==> src/rtl/mtcw_pkg.sv <==
// Package for the multi-task check-in watchdog.
// Holds command and status codes, the sequencer state type and shared constants.
// No dependencies.
`default_nettype none

package mtcw_pkg;

  localparam int unsigned CMD_W    = 2;
  localparam int unsigned TID_W    = 4;
  localparam int unsigned TICK_W   = 32;
  localparam int unsigned STATUS_W = 2;

  // Timeout that never expires
  localparam logic [TICK_W-1:0] NEVER_EXPIRES = '1;

  typedef enum logic [CMD_W-1:0] {
    CMD_TICK    = 2'd0,
    CMD_CHECKIN = 2'd1,
    CMD_CHECK   = 2'd2,
    CMD_LOAD    = 2'd3
  } cmd_t;

  typedef enum logic [STATUS_W-1:0] {
    ST_NONE   = 2'd0,
    ST_FEED   = 2'd1,
    ST_FAULT  = 2'd2,
    ST_HALTED = 2'd3
  } status_t;

  typedef enum logic {
    SEQ_IDLE = 1'b0,
    SEQ_SCAN = 1'b1
  } seq_state_t;

endpackage : mtcw_pkg

`default_nettype wire

==> src/rtl/mtcw_if.sv <==
// Handshake channels of the multi-task check-in watchdog: request and response.
// Depends on mtcw_pkg for field widths.
`default_nettype none

interface mtcw_req_if;
  logic                                valid;
  logic                                ready;
  logic [mtcw_pkg::CMD_W-1:0]          cmd;
  logic [mtcw_pkg::TID_W-1:0]          task_id;
  logic [mtcw_pkg::TICK_W-1:0]         timeout_value;

  modport source (output valid, cmd, task_id, timeout_value, input ready);
  modport sink   (input valid, cmd, task_id, timeout_value, output ready);
endinterface : mtcw_req_if

interface mtcw_rsp_if;
  logic                                valid;
  logic                                ready;
  logic [mtcw_pkg::STATUS_W-1:0]       status;
  logic [mtcw_pkg::TID_W-1:0]          failing_task;

  modport source (output valid, status, failing_task, input ready);
  modport sink   (input valid, status, failing_task, output ready);
endinterface : mtcw_rsp_if

`default_nettype wire

==> src/rtl/multi_task_checkin_watchdog.sv <==
// Top level of the multi-task check-in watchdog: sequencer, task tables and
// scan compare. Depends on mtcw_pkg and the channel interfaces in mtcw_if.sv.
`default_nettype none

// Tick, check-in and timeout-load requests need no scan: the response
// is registered at the accepting edge and the next request may be taken in the
// same cycle the response transfers. A check scans the task tables through one
// read port, one task per cycle, with a single subtract-and-compare unit working
// in the cycle after the read; it holds the request channel off from acceptance
// until the scan is over, and the scan ends early at the first late task. A check
// while halted answers at once. Task tables need no clearing pass: per-entry valid
// bits give the reset values until an entry is written.
module multi_task_checkin_watchdog #(
  parameter int unsigned NUM_TASKS = 16
) (
  input  wire logic   clk,
  input  wire logic   rst,
  mtcw_req_if.sink    req,
  mtcw_rsp_if.source  rsp
);

  localparam int unsigned IDX_W = (NUM_TASKS > 1) ? $clog2(NUM_TASKS) : 1;
  localparam int unsigned CNT_W = $clog2(NUM_TASKS + 1);
  localparam int unsigned EXT_W = 7;

  // Control state
  mtcw_pkg::seq_state_t           state, state_next;
  logic [mtcw_pkg::TICK_W-1:0]    tick_count;
  logic                           halted;
  logic [CNT_W-1:0]               rd_cnt;
  logic                           cmp_vld;
  logic [IDX_W-1:0]               cmp_idx;
  logic                           res_valid;
  logic [NUM_TASKS-1:0]           ck_vld;
  logic [NUM_TASKS-1:0]           to_vld;

  // Payload
  mtcw_pkg::status_t              res_status;
  logic [mtcw_pkg::TID_W-1:0]     res_task;
  logic [mtcw_pkg::TICK_W-1:0]    ck_mem [NUM_TASKS];
  logic [mtcw_pkg::TICK_W-1:0]    to_mem [NUM_TASKS];
  logic [mtcw_pkg::TICK_W-1:0]    ck_rd;
  logic [mtcw_pkg::TICK_W-1:0]    to_rd;
  logic                           ck_rd_ok;
  logic                           to_rd_ok;

  // Combinational
  logic                           in_ready;
  logic                           rd_en;
  logic                           accept;
  mtcw_pkg::cmd_t                 cmd;
  logic [EXT_W-1:0]               tid_ext;
  logic                           tid_ok;
  logic [IDX_W-1:0]               wr_addr;
  logic [IDX_W-1:0]               rd_addr;
  logic [mtcw_pkg::TICK_W-1:0]    ck_eff;
  logic [mtcw_pkg::TICK_W-1:0]    to_eff;
  logic [mtcw_pkg::TICK_W-1:0]    elapsed;
  logic                           late;
  logic                           last_cmp;
  logic [EXT_W-1:0]               cmp_idx_ext;

  // Request decode
  assign accept  = req.valid && in_ready;
  assign cmd     = mtcw_pkg::cmd_t'(req.cmd);
  assign tid_ext = EXT_W'(req.task_id);
  assign tid_ok  = tid_ext < EXT_W'(NUM_TASKS);
  assign wr_addr = tid_ext[IDX_W-1:0];
  assign rd_addr = rd_cnt[IDX_W-1:0];

  // Shared compare unit: elapsed ticks against the task timeout
  assign ck_eff      = ck_rd_ok ? ck_rd : '0;
  assign to_eff      = to_rd_ok ? to_rd : mtcw_pkg::NEVER_EXPIRES;
  assign elapsed     = tick_count - ck_eff;
  assign late        = cmp_vld && (to_eff != mtcw_pkg::NEVER_EXPIRES) && (elapsed > to_eff);
  assign last_cmp    = cmp_vld && (cmp_idx == IDX_W'(NUM_TASKS - 1));
  assign cmp_idx_ext = EXT_W'(cmp_idx);

  // Next state
  always_comb begin
    state_next = state;
    unique case (state)
      mtcw_pkg::SEQ_IDLE: begin
        if (accept && cmd == mtcw_pkg::CMD_CHECK && !halted) begin
          state_next = mtcw_pkg::SEQ_SCAN;
        end
      end
      mtcw_pkg::SEQ_SCAN: begin
        if (late || last_cmp) begin
          state_next = mtcw_pkg::SEQ_IDLE;
        end
      end
      default: state_next = mtcw_pkg::SEQ_IDLE;
    endcase
  end

  // Sequencer outputs
  always_comb begin
    in_ready = 1'b0;
    rd_en    = 1'b0;
    unique case (state)
      mtcw_pkg::SEQ_IDLE: in_ready = !res_valid || rsp.ready;
      mtcw_pkg::SEQ_SCAN: rd_en    = rd_cnt < CNT_W'(NUM_TASKS);
      default: begin
        in_ready = 1'b0;
        rd_en    = 1'b0;
      end
    endcase
  end

  assign req.ready        = in_ready;
  assign rsp.valid        = res_valid;
  assign rsp.status       = res_status;
  assign rsp.failing_task = res_task;

  // Control registers
  always_ff @(posedge clk) begin
    if (rst) begin
      state      <= mtcw_pkg::SEQ_IDLE;
      tick_count <= '0;
      halted     <= 1'b0;
      rd_cnt     <= '0;
      cmp_vld    <= 1'b0;
      res_valid  <= 1'b0;
      ck_vld     <= '0;
      to_vld     <= '0;
    end else begin
      state   <= state_next;
      cmp_vld <= rd_en;
      if (rd_en) begin
        rd_cnt <= rd_cnt + CNT_W'(1);
      end
      if (rsp.valid && rsp.ready) begin
        res_valid <= 1'b0;
      end
      if (accept) begin
        unique case (cmd)
          mtcw_pkg::CMD_TICK: begin
            tick_count <= tick_count + mtcw_pkg::TICK_W'(1);
            res_valid  <= 1'b1;
          end
          mtcw_pkg::CMD_CHECKIN: begin
            if (tid_ok) ck_vld[wr_addr] <= 1'b1;
            res_valid <= 1'b1;
          end
          mtcw_pkg::CMD_LOAD: begin
            if (tid_ok) to_vld[wr_addr] <= 1'b1;
            res_valid <= 1'b1;
          end
          mtcw_pkg::CMD_CHECK: begin
            rd_cnt    <= '0;
            res_valid <= halted;
          end
          default: res_valid <= 1'b1;
        endcase
      end
      // Scan finish
      if (state == mtcw_pkg::SEQ_SCAN && (late || last_cmp)) begin
        res_valid <= 1'b1;
        if (late) halted <= 1'b1;
      end
    end
  end

  // Response payload
  always_ff @(posedge clk) begin
    if (accept) begin
      res_task <= '0;
      if (cmd == mtcw_pkg::CMD_CHECK) begin
        res_status <= halted ? mtcw_pkg::ST_HALTED : mtcw_pkg::ST_FEED;
      end else begin
        res_status <= mtcw_pkg::ST_NONE;
      end
    end else if (state == mtcw_pkg::SEQ_SCAN && late) begin
      res_status <= mtcw_pkg::ST_FAULT;
      res_task   <= cmp_idx_ext[mtcw_pkg::TID_W-1:0];
    end
  end

  // Task tables: write on check-in or load
  always_ff @(posedge clk) begin
    if (accept && tid_ok && cmd == mtcw_pkg::CMD_CHECKIN) begin
      ck_mem[wr_addr] <= tick_count;
    end
    if (accept && tid_ok && cmd == mtcw_pkg::CMD_LOAD) begin
      to_mem[wr_addr] <= req.timeout_value;
    end
  end

  // Task tables: registered scan read
  always_ff @(posedge clk) begin
    if (rd_en) begin
      ck_rd    <= ck_mem[rd_addr];
      to_rd    <= to_mem[rd_addr];
      ck_rd_ok <= ck_vld[rd_addr];
      to_rd_ok <= to_vld[rd_addr];
      cmp_idx  <= rd_addr;
    end
  end

`ifndef SYNTHESIS
  // A non-check request answers with no-check status on the next cycle
  a_simple_rsp: assert property (@(posedge clk) disable iff (rst)
    (accept && cmd != mtcw_pkg::CMD_CHECK)
      |=> (rsp.valid && rsp.status == mtcw_pkg::ST_NONE && rsp.failing_task == '0))
    else $error("non-check request did not answer with no-check status");

  // A reported fault always goes with a latched halt
  a_fault_halts: assert property (@(posedge clk) disable iff (rst)
    (rsp.valid && rsp.status == mtcw_pkg::ST_FAULT) |-> halted)
    else $error("fault reported without halt");

  // The halt stays latched until reset
  a_halt_sticky: assert property (@(posedge clk) disable iff (rst)
    halted |=> halted)
    else $error("halt cleared without reset");

  // Tick request advances the counter by one
  a_tick_inc: assert property (@(posedge clk) disable iff (rst)
    (accept && cmd == mtcw_pkg::CMD_TICK)
      |=> (tick_count == $past(tick_count) + mtcw_pkg::TICK_W'(1)))
    else $error("tick counter did not advance by one");

  // No response is pending and no request is taken while a scan runs
  a_scan_empty: assert property (@(posedge clk) disable iff (rst)
    (state == mtcw_pkg::SEQ_SCAN) |-> (!res_valid && !req.ready))
    else $error("response pending or request ready during scan");
`endif

endmodule : multi_task_checkin_watchdog

`default_nettype wire

==> src/flat_wrapper.sv <==
// flat-port wrapper written by rule: the top's interface ports become plain ports
module multi_task_checkin_watchdog_flat 
#(
  parameter int unsigned NUM_TASKS = 16
)
  (clk, rst, req_valid, req_cmd, req_task_id, req_timeout_value, req_ready, rsp_valid, rsp_status, rsp_failing_task, rsp_ready);
  mtcw_req_if req_i ();
  mtcw_rsp_if rsp_i ();
  input  wire logic clk;
  input  wire logic rst;
  input wire logic [$bits(req_i.valid)-1:0] req_valid;
  input wire logic [$bits(req_i.cmd)-1:0] req_cmd;
  input wire logic [$bits(req_i.task_id)-1:0] req_task_id;
  input wire logic [$bits(req_i.timeout_value)-1:0] req_timeout_value;
  output wire logic [$bits(req_i.ready)-1:0] req_ready;
  output wire logic [$bits(rsp_i.valid)-1:0] rsp_valid;
  output wire logic [$bits(rsp_i.status)-1:0] rsp_status;
  output wire logic [$bits(rsp_i.failing_task)-1:0] rsp_failing_task;
  input wire logic [$bits(rsp_i.ready)-1:0] rsp_ready;
  assign req_i.valid = req_valid;
  assign req_i.cmd = req_cmd;
  assign req_i.task_id = req_task_id;
  assign req_i.timeout_value = req_timeout_value;
  assign req_ready = req_i.ready;
  assign rsp_valid = rsp_i.valid;
  assign rsp_status = rsp_i.status;
  assign rsp_failing_task = rsp_i.failing_task;
  assign rsp_i.ready = rsp_ready;
  multi_task_checkin_watchdog #(.NUM_TASKS(NUM_TASKS)) u_core (.clk(clk), .rst(rst), .req(req_i), .rsp(rsp_i));
endmodule
==> config.mk <==
export PLATFORM = sky130hd
export DESIGN_NAME = multi_task_checkin_watchdog_flat
export DESIGN_NICKNAME = d
export VERILOG_FILES = /design/src/rtl/mtcw_pkg.sv /design/src/rtl/mtcw_if.sv /design/src/rtl/multi_task_checkin_watchdog.sv /design/src/flat_wrapper.sv
export SDC_FILE = /design/constraint.sdc
export NUM_CORES = 1
export LEC_CHECK = 0
export BUFFER_PORTS_ARGS = -buffer_cell sky130_fd_sc_hd__buf_4
export CAP_MARGIN = 20
export CORE_MARGIN = 2
export CORE_UTILIZATION = 55
export CTS_BUF_LIST = sky130_fd_sc_hd__clkbuf_4 sky130_fd_sc_hd__clkbuf_8 sky130_fd_sc_hd__clkbuf_16
export CTS_CLUSTER_DIAMETER = 30
export DETAILED_ROUTE_END_ITERATION = 6
export GPL_ROUTABILITY_DRIVEN = 1
export PLACE_DENSITY = 0.7
export SYNTH_ARGS = -nofsm -noshare
export SYNTH_HDL_FRONTEND = slang
export SYNTH_SLANG_ARGS = --single-unit
==> constraint.sdc <==
create_clock -name clk -period 13.9 [get_ports clk]
set_input_delay 2.085 -clock clk [delete_from_list [all_inputs] [get_ports clk]]
set_output_delay 2.085 -clock clk [all_outputs]
set_load 0.005 [all_outputs]
==> results.toml <==
[sta]
final_critical_path_setup_slack_ns = 7.663
max_slew.worst_pin.slew_ns = 1.109
worst_clk_skew_ns = 0.02741
final.min_clock_period_ns = 6.237
report.final.slew_viol_count = 0
grt_setup_unrepaired = "false"
fmaxAchievable_mhz = 160.3
slew_headroom_pct = 26.07
hold_violations = 0
min_period_over_period_pct = 44.87
setup-tns-final_ns = 0
setup_violating_endpoint_count_in_the_final_report = 0

[yosys]
synthDominantCellAreaShare_pct = 70.69
synth_enable_flop_cells = 1096
avg_inst_size_synth_um2 = 20.46
synth_seq_cells = 1173
synthFlopType = "edfxtp_1"
syn_nets = 2385
syn-instance-count = 2276
synth_cell_type_count = 53
yosysWarningCount = 0
post-synth-top-count-cell = "edfxtp_1"
synth_seq_area_share_pct = 74.00
synth-async-reset-ratio_pct = 0
synth_area_leader_cell = "edfxtp_1"
synth.area.top_cells = "edfxtp_1, mux4_2, dfxtp_1"
synth_top_cells_by_count = "edfxtp_1, mux4_2, nor2_1, dfxtp_1, clkbuf_1"
netlist_area_mm2 = 0.04656

[clock_tree]
cts_tree = "done"
cts_repair_resize_count = 0
clock_latency_ns = 0.76
htree_levels = 4
cts-buffers-inserted = 186
ctsHoldBuffers = 0
cts-root-to-sink-buffers = 3
cts_num_sinks = 1173
clk_pin_slew_ns = 0.05
cts_setup_buffers = 0
clock_tree_root_buffer_cell = "clkbuf_16"

[critical_path]
end_kind = "flip-flop"
worst_setup_path_start_kind = "flip-flop"
cp_data_arrival_time_ns = 6.73
worst_path_max_delay_cell = "edfxtp_1"
critical-path-max-stage-delay_ns = 1.03
cell_by_cell_trace_of_the_critical_path = "and2_1 > ha_1 > inv_1 > fa_1 > a211oi_1 > nor2_1 > o311ai_0 > nand2_1 > o211ai_1 > nand2_1 > a21oi_1 > xnor2_1 > ha_1 > nand4_1 > nor3_1 > nand3_1 > nor2_1 > and2_1 > a31oi_1 > a21boi_0 > or2_2"
timing.setup.critical_path_class = "reg -> reg"
cp.required_ns = 14.39
crit_path_max_fanout = 32

[route]
post-route-drc-count = 0
routed_wire_length_per_instance_um = 29.11
drt_pre_antenna_iters = 7
antenna_left = 0
wl_um = 109300
detailroute.via_count = 23640
drtIter0Drc = 2751
vias_per_cell = 6.293

[floorplan]
die_area_mm2 = 0.08699
placeableCoreArea_mm2 = 0.08369
chipWidth_um = 294.9
rows = 106
die_y_um = 294.9
start_util_pct = 55.63
ios = 50

[placed_design]
port_buffers = 49
place_ws_ns = 7.807
placed_cells_incl_taps = 3404
placement.cell_area_mm2 = 0.04853
finalWeightedCongestion = 0.8770
hpwl_um = 56270

[final_layout]
fillerInstances = 5230
layout.core_utilization_pct = 65.79
number_of_nets_in_the_final_layout = 2568
drive_gt1_share_pct = 30.90
layoutNonFillerInstCount = 3756
p_r_area_growth_vs_syn_pct = 18.27
finalInstanceArea_mm2 = 0.05506

[power_and_ir_drop]
power-per-cell-area_mw_per_mm2 = 159.2
combPwrFrac_pct = 2.3
ir_drop_mv = 0.1379
switching_share_pct = 21.27
power_report.internal_total_mw = 6.901
netSwitchingPower_mw = 1.865
power.leakage_nw = 18.89
power.share.clock_pct = 53.5
power_frac_seq_pct = 44.2

[global_route]
grt_first_pass_wirelength_um = 161900
grt.total_usage_pct = 25.97
antenna_found_initial = 9
grt_max_degree = 112
first_global_vias = 24520
grt_remaining_overflow = 0

[min_path]
worstHoldPathType = "reg -> reg"

[flow_run]
timing.max_cap.violations = 0

[outcome]
status = "completed"
## final cells by class
type	instances	area (um^2)	share of cell area, %
multi-input cells	986	11860	21.54
clock inverters	146	1668	3.029
clock buffers	204	4837	8.785
inverters	17	63.81	0.1159
repair buffers	95	742.0	1.348
well taps	1134	1419	2.577
flip-flops and latches	1173	34470	62.60
diodes	1	2.502	0.004545
## worst max-delay path: cells and delay by family, from the launching register on
| kind | cells | cell delay [ns] |
|---|---|---|
| xor gates and xnor gates | 1 | 0.16 |
| buffers and inverters | 1 | 0.06 |
| AOI/OAI and AO/OA | 6 | 2.21 |
| and+or+nand+nor | 10 | 1.66 |
| adders and majority gates | 3 | 0.89 |
| DFF | 1 | 1.03 |
## power groups by stage
stage          registers [mW]  clock network, mW  logic, mW
2_1_floorplan            3.93                  0      0.134
3_3_place_gp             3.94                  0      0.198
3_5_place_dp             3.94                  0      0.203
4_1_cts                  3.87               4.74      0.205
5_1_grt                  3.87               4.90      0.222
6_report                 3.87               4.69      0.204
## metal layers
metal	up-vias	GRT usage (%)	share of wire (%)	routed length, um
li1	9870	-	-	-
met1	12490	36.11	40	43450
met2	1070	41.41	50	54480
met3	189	6.202	8.2	8950
met4	16	7.902	2.1	2350
met5	-	0	0.084	92
## through the flow
| step | total power, mW | hold slack (ns) |
|---|---|---|
| 2_1_floorplan | 4.066 | 0.4064 |
| 3_3_place_gp | 4.139 | 0.4421 |
| 3_5_place_dp | 4.145 | 0.4532 |
| 4_1_cts | 8.820 | 0.4668 |
| 5_1_grt | 8.997 | 0.4829 |
| 6_report | 8.766 | 0.4605 |
## cell families after synthesis
family	after synthesis	synth area share, %
AO/OA/AOI/OAI	163	2.241
adder cells (fa/ha/maj)	67	1.817
buffers and inverters	117	1.010
XOR/XNOR	48	0.9030
multiplexers	332	16.01
AND/OR/NAND/NOR	376	4.020
flip-flops	1173	74.00
## state kept, by name (all words and copies together) (netlist names)
register and count:
u_core.ck_mem 512, u_core.tick_count 32, u_core.halted 1, u_core.cmp_idx 4, u_core.rsp.status 2, u_core.cmp_vld 1
u_core.ck_rd_ok 1, u_core.state 1, u_core.to_vld 16, u_core.rsp.failing_task 4, u_core.to_rd 32, u_core.rd_cnt 5
u_core.to_rd_ok 1, u_core.ck_rd 32, u_core.to_mem 512, u_core.ck_vld 16, u_core.rsp.valid 1
## placed cells by master (no fill, tap or decap), types with 8 or more instances in the layout
cell type      n
a211oi_1       8
and3_1        13
inv_1         17
nor3_1        18
nand3_1       34
clkbuf_16    188
clkinv_2      21
bufinv_16     21
inv_6         36
xor2_1        16
buf_4         92
clkinv_4      18
clkinvlp_4    22
a21o_1        26
o21ai_0       30
nor3_2         8
clkinv_1      14
ha_1          66
o211ai_1       8
nor2b_1       42
nor2_1        97
xnor2_1       32
or3_1          9
edfxtp_1    1096
nand4_1       20
a21oi_1       50
nand2_1       64
o21a_1        12
dfxtp_1       73
nand2b_1      19
clkbuf_4      14
mux4_2       330
nor2_4        24
## path summary, 6_finish.rpt
kind,cells after the start,to,slack (ns),from
setup / recovery,21,u_core.rsp.status[0]$_SDFFCE_PN0P_,7.66,u_core.ck_rd_ok$_DFFE_PP_
hold / removal,2,u_core.ck_vld[11]$_SDFFE_PP0P_,0.46,u_core.ck_vld[11]$_SDFFE_PP0P_
setup reg to reg,21,u_core.rsp.status[0]$_SDFFCE_PN0P_,7.66,u_core.ck_rd_ok$_DFFE_PP_
hold reg to reg,2,u_core.ck_vld[11]$_SDFFE_PP0P_,0.46,u_core.ck_vld[11]$_SDFFE_PP0P_
(Power assumes the default switching activity.)
